### src/hw/rtl/lbps_pkg.sv
// ----------------------------------------------------------------------------
// lbps_pkg
// Types, codes and the pattern tables of the LED blink pattern sequencer.
// ----------------------------------------------------------------------------
package lbps_pkg;

  localparam int FIELD_TIME_W = 32;
  localparam int ROM_SIZE     = 41;
  localparam int NUM_PATTERNS = 12;
  localparam int CFG_DATA_W   = 16;
  localparam int CFG_INDEX_W  = 2;

  localparam logic [5:0] WAIT_CAP = 6'd50;

  typedef enum logic [CFG_INDEX_W-1:0] {
    REG_MANUAL_PATTERN  = 2'd0,
    REG_ON_POLARITY     = 2'd1,
    REG_MEDIUM_PRESS_MS = 2'd2,
    REG_LONG_PRESS_MS   = 2'd3
  } reg_index_t;

  localparam logic [3:0] PAT_AUTO       = 4'd0;
  localparam logic [3:0] PAT_OFF        = 4'd1;
  localparam logic [3:0] PAT_ON         = 4'd2;
  localparam logic [3:0] PAT_SELDOM     = 4'd3;
  localparam logic [3:0] PAT_NEG_SELDOM = 4'd5;
  localparam logic [3:0] PAT_SLOW       = 4'd8;
  localparam logic [3:0] PAT_MEDIUM     = 4'd9;
  localparam logic [3:0] PAT_FAST       = 4'd10;
  localparam logic [3:0] PAT_LAST       = 4'd11;

  localparam logic [1:0] ST_CONNECTED    = 2'd0;
  localparam logic [1:0] ST_STARTING     = 2'd1;
  localparam logic [1:0] ST_DISCONNECTED = 2'd2;
  localparam logic [1:0] ST_STOPPED      = 2'd3;

  typedef struct packed {
    logic [3:0] pattern;
    logic [5:0] pointer;
  } seq_pos_t;

  // light step: bit 0 lit, bits 6..1 duration in 10 ms; negative: rewind
  localparam logic signed [7:0] PATTERN_ROM [ROM_SIZE] = '{
    8'sd0,
    8'sd126, -8'sd1,
    8'sd127, -8'sd1,
    8'sd15, 8'sd120, 8'sd120, 8'sd120, -8'sd4,
    8'sd15, 8'sd100, -8'sd2,
    8'sd14, 8'sd121, 8'sd121, 8'sd121, -8'sd4,
    8'sd14, 8'sd101, -8'sd2,
    8'sd31, 8'sd80, 8'sd31, 8'sd80, 8'sd80, -8'sd5,
    8'sd101, 8'sd101, 8'sd100, 8'sd100, -8'sd4,
    8'sd81, 8'sd80, -8'sd2,
    8'sd21, 8'sd20, -8'sd2,
    8'sd11, 8'sd10, -8'sd2
  };

  localparam logic [5:0] PATTERN_START [NUM_PATTERNS] = '{
    6'd0, 6'd1, 6'd3, 6'd5, 6'd10, 6'd13, 6'd18, 6'd21, 6'd27, 6'd32, 6'd35, 6'd38
  };

  function automatic logic signed [7:0] rom_read(input logic [5:0] idx);
    logic signed [7:0] d;
    d = 8'sd0;
    if (idx < 6'(ROM_SIZE)) begin
      d = PATTERN_ROM[idx];
    end
    return d;
  endfunction

  function automatic logic [5:0] pattern_start(input logic [3:0] p);
    logic [5:0] s;
    s = 6'd0;
    if (p < 4'(NUM_PATTERNS)) begin
      s = PATTERN_START[p];
    end
    return s;
  endfunction

endpackage

### src/hw/rtl/lbps_if.sv
// ----------------------------------------------------------------------------
// lbps_poll_if / lbps_result_if
// Valid/ready channels for poll items and result items.
// ----------------------------------------------------------------------------
interface lbps_poll_if;
  logic        valid;
  logic        ready;
  logic [31:0] now_ms;
  logic [1:0]  station_state;
  logic        alarms_on;
  logic [31:0] press_time_ms;

  modport source (output valid, now_ms, station_state, alarms_on, press_time_ms,
                  input ready);
  modport sink   (input valid, now_ms, station_state, alarms_on, press_time_ms,
                  output ready);
endinterface

interface lbps_result_if;
  logic       valid;
  logic       ready;
  logic       led_level;
  logic [5:0] wait_ms;
  logic [3:0] active_pattern;

  modport source (output valid, led_level, wait_ms, active_pattern, input ready);
  modport sink   (input valid, led_level, wait_ms, active_pattern, output ready);
endinterface

### src/hw/rtl/led_blink_pattern_sequencer.sv
// ----------------------------------------------------------------------------
// led_blink_pattern_sequencer
// Path: poll register -> select/step -> result register; a held result stalls it.
// Throughput: one item per cycle unless result.ready is low with a result held.
// The state update (pattern, step pointer, deadline, level) closes in the cycle
// the poll register hands its item on to the result register.
// Reset: registers at defaults, steady-on pattern at its first step, deadline 0.
// ----------------------------------------------------------------------------
module led_blink_pattern_sequencer #(
  parameter int TIME_WIDTH = 32
) (
  input  logic                                 clk,
  input  logic                                 rst,
  lbps_poll_if.sink                            poll,
  lbps_result_if.source                        result,
  input  logic                                 cfg_we,
  input  logic [lbps_pkg::CFG_INDEX_W-1:0]     cfg_index,
  input  logic [lbps_pkg::CFG_DATA_W-1:0]      cfg_data
);
  import lbps_pkg::*;

  logic [3:0]  manual_pattern;
  logic        on_polarity;
  logic [15:0] medium_press_ms;
  logic [15:0] long_press_ms;

  logic [TIME_WIDTH-1:0] deadline;
  logic [5:0]            step_pointer;
  logic [3:0]            current_pattern;
  logic                  level_reg;

  logic        s1_valid;
  logic [31:0] s1_now;
  logic [1:0]  s1_station;
  logic        s1_alarms;
  logic [31:0] s1_press;
  logic        s1_adv;

  logic [TIME_WIDTH-1:0] now_t;
  logic [TIME_WIDTH-1:0] press_t;
  logic [TIME_WIDTH-1:0] deadline_eff;
  logic [TIME_WIDTH-1:0] deadline_next;
  logic [5:0]            pointer_next;
  logic                  level_next;
  logic [5:0]            wait_next;
  logic                  restart;
  seq_pos_t              pos_cur;
  seq_pos_t              pos_sel;
  logic [3:0]            cfg_pat;

  assign s1_adv     = s1_valid && (!result.valid || result.ready);
  assign poll.ready = !s1_valid || s1_adv;

  assign now_t   = TIME_WIDTH'(s1_now);
  assign press_t = TIME_WIDTH'(s1_press);
  assign pos_cur = '{pattern: current_pattern, pointer: step_pointer};
  assign cfg_pat = cfg_data[3:0];

  lbps_select #(.TIME_WIDTH(TIME_WIDTH)) u_select (
    .now             (now_t),
    .press           (press_t),
    .station_state   (s1_station),
    .alarms_on       (s1_alarms),
    .medium_press_ms (medium_press_ms),
    .long_press_ms   (long_press_ms),
    .auto_mode       (manual_pattern == PAT_AUTO),
    .pos_in          (pos_cur),
    .pos_out         (pos_sel),
    .restart         (restart)
  );

  assign deadline_eff = restart ? '0 : deadline;

  lbps_step #(.TIME_WIDTH(TIME_WIDTH)) u_step (
    .now           (now_t),
    .deadline      (deadline_eff),
    .pointer       (pos_sel.pointer),
    .on_polarity   (on_polarity),
    .level_reg     (level_reg),
    .deadline_next (deadline_next),
    .pointer_next  (pointer_next),
    .level_next    (level_next),
    .wait_ms       (wait_next)
  );

  always_ff @(posedge clk) begin
    if (rst) begin
      manual_pattern  <= PAT_AUTO;
      on_polarity     <= 1'b1;
      medium_press_ms <= 16'd1000;
      long_press_ms   <= 16'd3000;
      deadline        <= '0;
      step_pointer    <= pattern_start(PAT_ON);
      current_pattern <= PAT_ON;
      level_reg       <= 1'b0;
      s1_valid        <= 1'b0;
      result.valid    <= 1'b0;
    end else begin
      if (poll.valid && poll.ready) begin
        s1_valid <= 1'b1;
      end else if (s1_adv) begin
        s1_valid <= 1'b0;
      end

      if (s1_adv) begin
        result.valid <= 1'b1;
      end else if (result.ready) begin
        result.valid <= 1'b0;
      end

      if (s1_adv) begin
        deadline        <= deadline_next;
        step_pointer    <= pointer_next;
        current_pattern <= pos_sel.pattern;
        level_reg       <= level_next;
      end

      if (cfg_we) begin
        unique case (reg_index_t'(cfg_index))
          REG_MANUAL_PATTERN: begin
            if (cfg_pat <= PAT_LAST) begin
              manual_pattern  <= cfg_pat;
              current_pattern <= (cfg_pat == PAT_AUTO) ? PAT_ON : cfg_pat;
              step_pointer    <= pattern_start((cfg_pat == PAT_AUTO) ? PAT_ON : cfg_pat);
              deadline        <= '0;
            end
          end
          REG_ON_POLARITY:     on_polarity     <= cfg_data[0];
          REG_MEDIUM_PRESS_MS: medium_press_ms <= cfg_data;
          REG_LONG_PRESS_MS:   long_press_ms   <= cfg_data;
          default: ;
        endcase
      end
    end
  end

  always_ff @(posedge clk) begin
    if (poll.valid && poll.ready) begin
      s1_now     <= poll.now_ms;
      s1_station <= poll.station_state;
      s1_alarms  <= poll.alarms_on;
      s1_press   <= poll.press_time_ms;
    end
    if (s1_adv) begin
      result.led_level      <= level_next;
      result.wait_ms        <= wait_next;
      result.active_pattern <= pos_sel.pattern;
    end
  end

  a_wait_cap: assert property (@(posedge clk) disable iff (rst)
    result.valid |-> result.wait_ms <= WAIT_CAP)
    else $error("wait time above cap");

  a_pattern_range: assert property (@(posedge clk) disable iff (rst)
    current_pattern >= PAT_OFF && current_pattern <= PAT_LAST)
    else $error("current pattern out of range");

  a_adv_result: assert property (@(posedge clk) disable iff (rst)
    s1_adv |=> result.valid)
    else $error("item handed on but no result held");

  a_restart_fires: assert property (@(posedge clk) disable iff (rst)
    (s1_adv && restart) |=> (result.active_pattern == current_pattern))
    else $error("restarted pattern not reported");

endmodule

### src/hw/rtl/lbps_select.sv
// ----------------------------------------------------------------------------
// lbps_select
// Automatic pattern choice from button hold time or link state.
// ----------------------------------------------------------------------------
module lbps_select #(
  parameter int TIME_WIDTH = 32
) (
  input  logic [TIME_WIDTH-1:0] now,
  input  logic [TIME_WIDTH-1:0] press,
  input  logic [1:0]            station_state,
  input  logic                  alarms_on,
  input  logic [15:0]           medium_press_ms,
  input  logic [15:0]           long_press_ms,
  input  logic                  auto_mode,
  input  lbps_pkg::seq_pos_t    pos_in,
  output lbps_pkg::seq_pos_t    pos_out,
  output logic                  restart
);
  import lbps_pkg::*;

  localparam int CW = (TIME_WIDTH > 17) ? TIME_WIDTH : 17;

  logic [TIME_WIDTH-1:0] dt;
  logic [CW-1:0]         dt_w;
  logic [CW-1:0]         long_w;
  logic [CW-1:0]         long2_w;
  logic [CW-1:0]         medium_w;
  logic [3:0]            sel;

  assign dt       = now - press;
  assign dt_w     = CW'(dt);
  assign long_w   = CW'(long_press_ms);
  assign long2_w  = CW'({long_press_ms, 1'b0});
  assign medium_w = CW'(medium_press_ms);

  always_comb begin
    sel = pos_in.pattern;
    if (press != '0) begin
      priority if (dt_w > long2_w) begin
        sel = PAT_ON;
      end else if (dt_w > long_w) begin
        sel = PAT_FAST;
      end else if (dt_w > medium_w) begin
        sel = PAT_MEDIUM;
      end else begin
        sel = pos_in.pattern;
      end
    end else begin
      unique case (station_state)
        ST_CONNECTED:    sel = alarms_on ? PAT_OFF : PAT_SELDOM;
        ST_STARTING:     sel = PAT_MEDIUM;
        ST_DISCONNECTED: sel = PAT_SLOW;
        ST_STOPPED:      sel = alarms_on ? PAT_ON : PAT_NEG_SELDOM;
        default:         sel = pos_in.pattern;
      endcase
    end
  end

  assign restart = auto_mode && (sel != pos_in.pattern);

  always_comb begin
    pos_out = pos_in;
    if (restart) begin
      pos_out.pattern = sel;
      pos_out.pointer = pattern_start(sel);
    end
  end

endmodule

### src/hw/rtl/lbps_step.sv
// ----------------------------------------------------------------------------
// lbps_step
// Deadline check, step fetch with rewind, LED level and wait time.
// ----------------------------------------------------------------------------
module lbps_step #(
  parameter int TIME_WIDTH = 32
) (
  input  logic [TIME_WIDTH-1:0] now,
  input  logic [TIME_WIDTH-1:0] deadline,
  input  logic [5:0]            pointer,
  input  logic                  on_polarity,
  input  logic                  level_reg,
  output logic [TIME_WIDTH-1:0] deadline_next,
  output logic [5:0]            pointer_next,
  output logic                  level_next,
  output logic [5:0]            wait_ms
);
  import lbps_pkg::*;

  logic                  fire;
  logic signed [7:0]     d1;
  logic signed [7:0]     d2;
  logic [6:0]            step;
  logic [5:0]            ptr2;
  logic [9:0]            dur;
  logic [TIME_WIDTH-1:0] remain;

  assign fire = !(now < deadline);
  assign d1   = rom_read(pointer);
  assign ptr2 = (d1 < 0) ? pointer + d1[5:0] : pointer;
  assign d2   = rom_read(ptr2);
  assign step = (d2 < 0) ? 7'd0 : d2[6:0];
  assign dur  = {1'b0, step[6:1], 3'b000} + {3'b000, step[6:1], 1'b0};
  assign remain = deadline - now;

  always_comb begin
    if (fire) begin
      deadline_next = now + TIME_WIDTH'(dur);
      pointer_next  = ptr2 + 6'd1;
      level_next    = (on_polarity == step[0]);
      wait_ms       = (dur > 10'(WAIT_CAP)) ? WAIT_CAP : dur[5:0];
    end else begin
      deadline_next = deadline;
      pointer_next  = pointer;
      level_next    = level_reg;
      wait_ms       = (remain > TIME_WIDTH'(WAIT_CAP)) ? WAIT_CAP : remain[5:0];
    end
  end

endmodule
### src/flat_wrapper.sv
// flat-port wrapper written by rule: the top's interface ports become plain ports
module led_blink_pattern_sequencer_flat import lbps_pkg::*;
#(
  parameter int TIME_WIDTH = 32
)
  (clk, rst, cfg_we, cfg_index, cfg_data, poll_valid, poll_now_ms, poll_station_state, poll_alarms_on, poll_press_time_ms, poll_ready, result_valid, result_led_level, result_wait_ms, result_active_pattern, result_ready);
  lbps_poll_if poll_i ();
  lbps_result_if result_i ();
  input  logic clk;
  input  logic rst;
  input  logic cfg_we;
  input  logic [lbps_pkg::CFG_INDEX_W-1:0] cfg_index;
  input  logic [lbps_pkg::CFG_DATA_W-1:0] cfg_data;
  input wire logic [$bits(poll_i.valid)-1:0] poll_valid;
  input wire logic [$bits(poll_i.now_ms)-1:0] poll_now_ms;
  input wire logic [$bits(poll_i.station_state)-1:0] poll_station_state;
  input wire logic [$bits(poll_i.alarms_on)-1:0] poll_alarms_on;
  input wire logic [$bits(poll_i.press_time_ms)-1:0] poll_press_time_ms;
  output wire logic [$bits(poll_i.ready)-1:0] poll_ready;
  output wire logic [$bits(result_i.valid)-1:0] result_valid;
  output wire logic [$bits(result_i.led_level)-1:0] result_led_level;
  output wire logic [$bits(result_i.wait_ms)-1:0] result_wait_ms;
  output wire logic [$bits(result_i.active_pattern)-1:0] result_active_pattern;
  input wire logic [$bits(result_i.ready)-1:0] result_ready;
  assign poll_i.valid = poll_valid;
  assign poll_i.now_ms = poll_now_ms;
  assign poll_i.station_state = poll_station_state;
  assign poll_i.alarms_on = poll_alarms_on;
  assign poll_i.press_time_ms = poll_press_time_ms;
  assign poll_ready = poll_i.ready;
  assign result_valid = result_i.valid;
  assign result_led_level = result_i.led_level;
  assign result_wait_ms = result_i.wait_ms;
  assign result_active_pattern = result_i.active_pattern;
  assign result_i.ready = result_ready;
  led_blink_pattern_sequencer #(.TIME_WIDTH(TIME_WIDTH)) u_core (.clk(clk), .rst(rst), .poll(poll_i), .result(result_i), .cfg_we(cfg_we), .cfg_index(cfg_index), .cfg_data(cfg_data));
endmodule
### config.mk
export PLATFORM = sky130hd
export DESIGN_NAME = led_blink_pattern_sequencer_flat
export DESIGN_NICKNAME = d
export VERILOG_FILES = /design/src/hw/rtl/lbps_pkg.sv /design/src/hw/rtl/lbps_if.sv /design/src/hw/rtl/led_blink_pattern_sequencer.sv /design/src/hw/rtl/lbps_select.sv /design/src/hw/rtl/lbps_step.sv /design/src/flat_wrapper.sv
export SDC_FILE = /design/constraint.sdc
export NUM_CORES = 1
export LEC_CHECK = 0
export ABC_AREA = 1
export BUFFER_PORTS_ARGS = -buffer_cell sky130_fd_sc_hd__clkbuf_2
export CORE_MARGIN = 2
export CORE_UTILIZATION = 55
export CTS_CLUSTER_SIZE = 28
export DETAILED_ROUTE_END_ITERATION = 8
export GPL_TIMING_DRIVEN = 0
export PLACE_DENSITY = 0.76
export SLEW_MARGIN = 40
export SYNTH_ARGS = -nofsm -noshare
export SYNTH_HDL_FRONTEND = slang
export SYNTH_HIERARCHICAL = 1
export SYNTH_SLANG_ARGS = --single-unit
### constraint.sdc
create_clock -name clk -period 19.6 [get_ports clk]
set_input_delay 1.96 -clock clk [delete_from_list [all_inputs] [get_ports clk]]
set_output_delay 1.96 -clock clk [all_outputs]
set_load 0.02 [all_outputs]
# Yosys cells after proc, flatten, opt, wreduce, memory -nomap -nowiden
# Memories as Yosys holds them, arrays and structs flattened.
# Index checks and enable logic that the tools add are counted.
# Widths: inputs -> output; s select.
totals:
  mem_count: 4
  elab_cells: 120
  ff_bits: 160
  latch_bits: 0
  rom_bits: 1216
  ram_bits: 0
mem_list:
  columns: ["memory", "depth", "width", "rd", "rd_ports_with_merged_regs", "wr", "line", "rtl"]
  rows:
  - ["(no name shown)", 64, 8, 1, 0, 0, "lbps_pkg.sv:66", "d = PATTERN_ROM[idx];"]
  - ["(no name shown)", 64, 8, 1, 0, 0, "lbps_pkg.sv:66", null]
  - ["(no name shown)", 16, 6, 1, 0, 0, "lbps_pkg.sv:75", "s = PATTERN_START[p];"]
  - ["(no name shown)", 16, 6, 1, 0, 0, "lbps_pkg.sv:75", null]
op_classes:
  shifts: 0
  addsub: 6
  reduce_logical: 18
  n_div: 0
  n_mul: 0
  n_mux: 46
  bitwise: 4
  magnitude_cmp: 17
  n_eq_ne: 8
op_table:
  columns: ["operator", "n"]
  rows:
  - ["$mux 32", 6]
  - ["$mux 6", 15]
  - ["$gt 32x16->1", 2]
  - ["$sub 32x32->32", 2]
  - ["$mux 8", 6]
  - ["$mux 4", 9]
  - ["$add 32x10->32", 1]
  - ["$gt 32x17->1", 1]
  - ["$gt 32x6->1 const B", 1]
  - ["$lt 32x32->1", 1]
  - ["$reduce_bool 32->1", 1]
  - ["$lt 8x1->1 const B", 2]
  - ["$pmux 4 s4", 1]
  - ["$ge 7x7->1 const B", 2]
  - ["$not 6->7", 2]
  - ["$lt 6x6->1 const B", 2]
  - ["$add 9x7->10", 1]
  - ["$ge 5x5->1 const B", 2]
  - ["$gt 10x6->1 const B", 1]
  - ["$mux 10", 1]
  - ["$not 4->5", 2]
  - ["$eq 2x2->1 const B", 4]
  - ["$logic_not 4->1", 2]
  - ["$lt 4x4->1 const B", 2]
  - ["17 further kinds", 30]

# Longest topological paths before layout
# Gate-level depths: netlist of run 1.
depth:
  word_depth: 33
  mapped_depth: 92

# By module
# Netlist of run 1, hierarchy kept.
modules_own_cells:
  columns: ["mod", "cells_each", "instances", "seq_area_each_um2", "area_each_um2"]
  rows:
  - ["led_blink_pattern_sequencer", 563, 1, 3983.8, 5885.6]
  - ["lbps_step", 945, 1, 0.0, 5246.3]
  - ["lbps_select", 944, 1, 0.0, 4733.3]

# Least setup slack after synthesis of run 1
# No wires, ideal clock.
synth_path:
  path_type: "reg-to-reg"
  start: "register u_core.s1_now[0], in the netlist u_core/now_t[0]"
  end: "register u_core.deadline[28]"
  required_time_ns: 19.483
  t_arrival_ns: 10.243
  path_stages_with_launch: 83
  setup_time_ns: 0.117
  setup_slack_ns: 9.240
  path_buffers: 0
  path_cell_list: "edfxtp_1 inv_1 ha_1 fa_1 inv_1 nand3_1 nand3_1 nand2_1 nand3_2 xor2_1 ha_1 nand4_1 a21oi_1 nor2_1 nand2_1 nand2_1 nand2_1 nand2_1 (+47 left out) a21oi_1 nor2_1 o21ai_0 nand2_1 nand2_1 nor2_1 nand2_1 nor2_1 nand2_1 nor2_1 nand3_1 nor4_1 nand3_1 xor2_1 nand2_1 nand2_1 o21ai_0 nor2_2"
synth_rtl:
  columns: ["item", "line", "rtl"]
  rows:
  - ["from (decl)", "led_blink_pattern_sequencer.sv:33", "logic [31:0] s1_now;"]
  - ["from (signal assigned)", "led_blink_pattern_sequencer.sv:139", "s1_now <= poll.now_ms;"]
  - ["to (signal assigned)", "led_blink_pattern_sequencer.sv:112", "deadline <= deadline_next;"]
  - ["to (decl)", "led_blink_pattern_sequencer.sv:27", "logic [TIME_WIDTH-1:0] deadline;"]

==> run metrics, run 1 <==
sequential-to-total area share from yosys stat=between 20% and 30%; initial antenna violation count=0; Num CTS Buffers=17; RePlAce Congestion=approximately 1; die area=approximately 0.030 mm^2; # diodes=0; WS Path Type=flop to flop; status=completed; IO Pins=approximately 100; Gate power share=approximately 78%; switching power=between 1.5 and 2 mW; register area=roughly 0.004 mm^2; Compound-Gate Fraction of Synth Area=11.4%; WL met1=20,300 um; Total GRT Usage=29.9%; reg2reg path depth=79; CP peak stage delay=between 0.5 and 0.6 ns; highest metal used=met4; Skew-Pair Late Insertion Delay=0.45 ns; worst min path class=flop to flop; actual slew at the worst max-slew pin=about 0.6 ns; Worst R2R End=u_core/deadline[28]$_SDFF_PP0_; post-synthesis cell type count=62; HP Start=u_core/manual_pattern[2]$_SDFFE_PP0P_; vias in the first global route=around 15,000; Fmax achieved=around 0.076 GHz; area share of and/or/nand/nor cells after synthesis=35.6%; FP Rows=just over 60; P_int=1.51 mW; first drt pass iteration count=6; Final Hold Fails=0; Post-Syn Nets=2,698; first-pass GRT wire length=roughly 73,000 um; YS warnings=6; Most common cell on crit path=nand2_1; # hold bufs at CTS=0; post-synthesis mux area share=less than 1%; Clock Sink Count=160; DRT antenna net count=0; #FFs+latches synth=160; Power Total=between 3 and 4 mW; Place WS=about 6.7 ns; Starting Density=55.6%; metal2 WL=roughly 22,000 um; Syn Std Cell Area=around 0.016 mm^2; synthesized area per cell=6.47 um^2; Crit-path slowest cell=edfxtp_1; core area=0.0285 mm^2; Residual DRC=0; RR Startpoint=u_core/now_t[12]$_DFFE_PP_; Setup violations, final=0; worst hold endpoint=u_core/manual_pattern[2]$_SDFFE_PP0P_; Peak VDD IR=0.397 mV; final net count=between 2,000 and 3,000; Design Area, Final=~0.017 mm^2; Power Dens Cells=195 mW/mm^2; synthesis-to-finish area growth=9.97%; H-Tree Depth=4; RSZ-0062 raised after global routing=no; share of power burned in registers=between 10% and 20%; WP buf/inv=8; clock network power share=approximately a tenth; Worst EP arrival=about 14 ns; largest net degree at the start of global routing=48; Post-CTS Setup Bufs=0; routed via count=roughly 16,000; minimum clock period=between 10 and 15 ns; post-cts repair resize count=0; area occupied by multi-input gates=~0.010 mm^2; filler instances=around 2,900; Worst Slack Setup Final=between 6 and 7 ns; port bufs=100; Met3 Wirelength=roughly 3000 um; global route overflow=0; placed wire-length estimate=37,300 um; CP Max Fanout=10; switching part of the total=between 50% and 60%; largest buffer count on any clock path=2; root buffer cell=clkbuf_16; DR iter-0 viols=1,317; Adder-Cell Fraction of Synth Area=12.5%; pins over their slew limit=0; nature of the critical path endpoint=flop; R2R Setup Slk=6.44 ns; final wirelength=around 46,000 um; width of the die=between 150 and 200 um; max-cap viol count=0; Leak Pwr=9.24 nW; ratio of cells with drive above 1 in the final layout=around 11%; Critical Path RT=19.95 ns; combinational family with the most area after synthesis=simple AND/OR/NAND/NOR gates; Layout Skew=approximately 0.013 ns; Reg clk slew, reported paths=0.07 ns; Die Y=174 um; DR vias/cell=approximately 5.5; period utilisation layout=between 60 and 70%; xor and xnor area share after synthesis=3.42%; Top Family by Delay on Critical Path=simple AND/OR/NAND/NOR gates; Post-Place Cell Area=around 0.017 mm^2; Startpoint Class=flop; relative slew slack=between 50% and 60%; routed len/inst=15.5 um; CTS tree=yes; setup_tns=0 ns; cell count after synthesis=between 2,000 and 2,500; Hold Path Depth=2
metal layers:
| metal | global-route usage [%] | up-vias |
|---|---|---|
| li1 | - | 8112 |
| met1 | 40.1 | 7470 |
| met2 | 51.0 | 575 |
| met3 | 3.46 | 66 |
| met4 | 8.40 | 0 |
| met5 | 0 | - |
synth_stat cells, drive strengths merged:
master	count	area share, %
and2	4	0.16
or2	5	0.20
clkbuf	16	0.38
o31ai	6	0.28
o211ai	12	0.63
nand2	736	18
xor2	49	2.7
nand3b	5	0.24
o311ai	1	0.055
nand4	48	1.9
nor2	291	7.9
o21bai	5	0.24
a21oi	121	4.0
o2111ai	1	0.055
clkinv	2	0.047
a31oi	7	0.28
nor3	24	0.76
a21o	8	0.38
xnor2	13	0.72
a21boi	3	0.14
a41oi	1	0.055
ha	152	12
a211oi	3	0.14
o21ai	136	4.6
dfxtp	82	10
nor4	8	0.32
buf	28	1.5
edfxtp	78	15
a221oi	2	0.11
mux2i	2	0.13
o221ai	2	0.11
and3	2	0.079
or4	1	0.047
a311oi	2	0.11
nand3	165	5.5
nor4b	1	0.055
o21a	5	0.24
nor3b	2	0.095
inv	419	10
fa	4	0.50
through the flow:
step / hold slack, ns / instances / util, %
after floorplan: 0.419 / 2452 / -
after global placement: 0.436 / 2936 / 59.0
after detailed placement: 0.445 / 2937 / 59.1
after CTS: 0.456 / 2969 / 61.1
after global routing: 0.490 / 2969 / 61.1
final: 0.452 / 2969 / 61.1
cells by family (layout without fill, tap and decap cells):
family,count (synthesis),in the layout
multiplexers,2,2
XOR/XNOR,62,62
AO/OA/AOI/OAI,315,315
flip-flops,160,160
buffers and inverters,465,598
adder cells (fa/ha/maj),156,156
AND/OR/NAND/NOR,1292,1292
worst min-delay path, stage by stage, from the launching register on:
cell and delay [ns]:
dfxtp_1 0.31, inv_1 0.05, a21oi_1 0.05
area by class of cell:
type	instances	share of cell area, %
clock inverter	15	0.875
clock buffer	17	2.44
timing repair buffer	101	2.98
inverter	421	9.12
buffer	44	1.73
tap	384	2.75
multi-input combinational	1827	57.3
sequential	160	22.8
how the worst max path moves through the flow:
| stage | cells past startpoint | endpoint | from |
|---|---|---|---|
| floorplan | 82 | u_core/deadline[28]$_SDFF_PP0_ | u_core/now_t[0]$_DFFE_PP_ |
| global placement | 83 | u_core/deadline[28]$_SDFF_PP0_ | u_core/now_t[11]$_DFFE_PP_ |
| detailed placement | 83 | u_core/deadline[28]$_SDFF_PP0_ | u_core/now_t[12]$_DFFE_PP_ |
| CTS | 85 | u_core/deadline[28]$_SDFF_PP0_ | u_core/now_t[12]$_DFFE_PP_ |
| global route | 79 | u_core/deadline[28]$_SDFF_PP0_ | u_core/now_t[5]$_DFFE_PP_ |
| finish | 79 | u_core/deadline[28]$_SDFF_PP0_ | u_core/now_t[12]$_DFFE_PP_ |
power by group through the flow:
stage / Sequential, mW / Clock, mW / Combinational (mW)
2_1_floorplan: 0.420 / 0 / 2.02
3_3_place_gp: 0.421 / 0 / 2.53
3_5_place_dp: 0.421 / 0 / 2.56
4_1_cts: 0.414 / 0.336 / 2.59
5_1_grt: 0.416 / 0.349 / 2.97
6_report: 0.414 / 0.332 / 2.65
placed cells by master (no fill, tap or decap), drive strengths merged, types with 2 or more instances in the layout:
cell type / count
a211oi: 3
a221oi: 2
edfxtp: 78
a21oi: 121
clkinvlp: 2
xnor2: 13
nor3: 24
and3: 2
a311oi: 2
a21o: 8
or2: 5
nor2: 291
dfxtp: 82
o221ai: 2
nor3b: 2
xor2: 49
a21boi: 3
nand3: 165
clkbuf: 133
nor4: 8
clkinv: 8
o21ai: 136
o211ai: 12
nand4: 48
buf: 29
and2: 4
o31ai: 6
fa: 4
nand3b: 5
o21bai: 5
nand2: 736
a31oi: 7
o21a: 5
mux2i: 2
inv: 425
ha: 152
(Power assumes the default switching activity.)
==> inputs of run 2 (changes only) <==
clock period = 13 ns   (was 19.6 ns; I/O delays follow)
==> run 2 against run 1 <==
- flip-flop and latch count is the same
- die area stayed put
- fmax is 9.1% higher
- total power increased by 52%
- worst hold slack better by 0.00072 ns
- non-clock buffer count grew 8
- register-to-register slack got worse by 5.5 ns
- via count grew 0.73%
- routed wire length is 0.43% higher
==> run metrics, run 2 (synthesis gave the netlist of run 1 again) <==
Num CTS Buffers=17; final net count=2,826; switching part of the total=about 55%; Place WS=approximately 0.12 ns; RePlAce Congestion=0.975; pins over their slew limit=0; WP buf/inv=8; Die Y=174 um; Startpoint Class=flop; core area=between 0.02 and 0.03 mm^2; synthesis-to-finish area growth=11.1%; Gate power share=between 70% and 80%; actual slew at the worst max-slew pin=about 0.63 ns; most frequent cells in the layout=nand2_1 (698), inv_1 (400), nor2_1 (241), nand3_1 (155), ha_1 (149); DRT antenna net count=0; share of power burned in registers=around an eighth; Top Family by Delay on Critical Path=simple AND/OR/NAND/NOR gates; port bufs=100; Power Total=5.17 mW; switching power=between 2 and 3 mW; Leak Pwr=9.28 nW; largest net degree at the start of global routing=48; relative slew slack=approximately 58%; routed via count=16,341; clock network power share=around a tenth; Layout Skew=~0.013 ns; WS Path Type=flop to flop; IO Pins=about 100; CTS tree=yes; worst min path class=flop to flop; Final Hold Fails=0; minimum clock period=12.07 ns; period utilisation layout=between 90% and 100%; FP Rows=62; Most common cell on crit path=nand2_1; WHS=roughly 0.45 ns; Starting Density=55.6%; CP Max Fanout=11; die area=between 0.03 and 0.04 mm^2; ratio of cells with drive above 1 in the final layout=between 10% and 20%; largest buffer count on any clock path=2; status=completed; Setup violations, final=0; routed len/inst=15.5 um; Clock Sink Count=160; width of the die=174 um; Residual DRC=0; first-pass GRT wire length=around 73,000 um; Crit-path slowest cell=edfxtp_1; # diodes=0; Worst Slack Setup Final=around 0.93 ns; global route overflow=0; Reg clk slew, reported paths=approximately 0.07 ns; Total GRT Usage=between 20% and 30%; final wirelength=46,300 um; Worst EP arrival=about 12 ns; root buffer cell=clkbuf_16; initial antenna violation count=0; Skew-Pair Late Insertion Delay=about 0.45 ns; vias in the first global route=roughly 15,000; Power Dens Cells=293 mW/mm^2; R2R Setup Slk=between 0.9 and 1 ns; Critical Path RT=about 13 ns; H-Tree Depth=4; Peak VDD IR=between 0.5 and 0.6 mV; placed wire-length estimate=between 30,000 and 40,000 um; nature of the critical path endpoint=flop; max-cap viol count=0; commonest non-fill, non-tap cell in the layout=nand2_1; Fmax achieved=between 0.08 and 0.09 GHz; DR iter-0 viols=1,283; first drt pass iteration count=6; P_int=around 2.3 mW; CP peak stage delay=roughly 0.54 ns; DR vias/cell=5.49
## run 2: path summary, 6_finish.rpt
path	startpoint	end	depth (start not counted)
worst max-delay path	u_core/now_t[8]$_DFFE_PP_	u_core/deadline[28]$_SDFF_PP0_	77
worst min-delay path	u_core/manual_pattern[2]$_SDFFE_PP0P_	u_core/manual_pattern[2]$_SDFFE_PP0P_	2
worst max register to register	u_core/now_t[8]$_DFFE_PP_	u_core/deadline[28]$_SDFF_PP0_	77
worst min register to register	u_core/manual_pattern[2]$_SDFFE_PP0P_	u_core/manual_pattern[2]$_SDFFE_PP0P_	2
## run 2: timing repair
action / CTS / global route
setup endpoints to repair: 0 / 17
setup buffers: 0 / 8
gates resized for setup: 0 / 25
hold buffers: 0 / 0
## run 2: worst register-to-register path, delay by kind of cell (launching register included)
| kind | cells | cell delay [ns] |
|---|---|---|
| buffers and inverters | 8 | 0.76 |
| and+or+nand+nor | 48 | 5.60 |
| xor gates and xnor gates | 2 | 0.53 |
| adders and majority gates | 9 | 2.72 |
| AOI/OAI and AO/OA | 10 | 1.80 |
| DFF | 1 | 0.54 |
## run 2: per-stage QoR
stage                     instance area, um^2  util, %  TNS, ns  instances
after CTS                               17400     61.1        0       2969
after detailed placement                16900     59.1        0       2937
after floorplan                         15900        -        0       2452
after global placement                  16800     59.0        0       2936
after global routing                    17600     61.8  -0.0803       2977
final                                   17600     61.8        0       2977
## run 2: routing by layer
metal | up-vias | track usage, % | share of wire [%]
met5 | - | 0 | 0
met2 | 592 | 51.0 | 47
li1 | 8129 | - | -
met1 | 7535 | 40.1 | 44
met4 | 0 | 8.40 | 2.5
met3 | 85 | 3.46 | 6.2
## run 2: power by group through the flow
stage / sequential [mW] / clock (mW) / combinational (mW)
2_1_floorplan: 0.634 / 0 / 3.05
3_3_place_gp: 0.634 / 0 / 3.81
3_5_place_dp: 0.634 / 0 / 3.86
4_1_cts: 0.623 / 0.507 / 3.91
5_1_grt: 0.627 / 0.526 / 4.54
6_report: 0.624 / 0.501 / 4.04
## run 2: cell type report
class	instances	area (um^2)
fill	2842	10900
multi-input combinational	1827	10100
sequential	160	3980
inverter	421	1600
timing repair buffer	109	581
tap	384	480
clock buffer	17	425
buffer	44	302
clock inverter	15	153
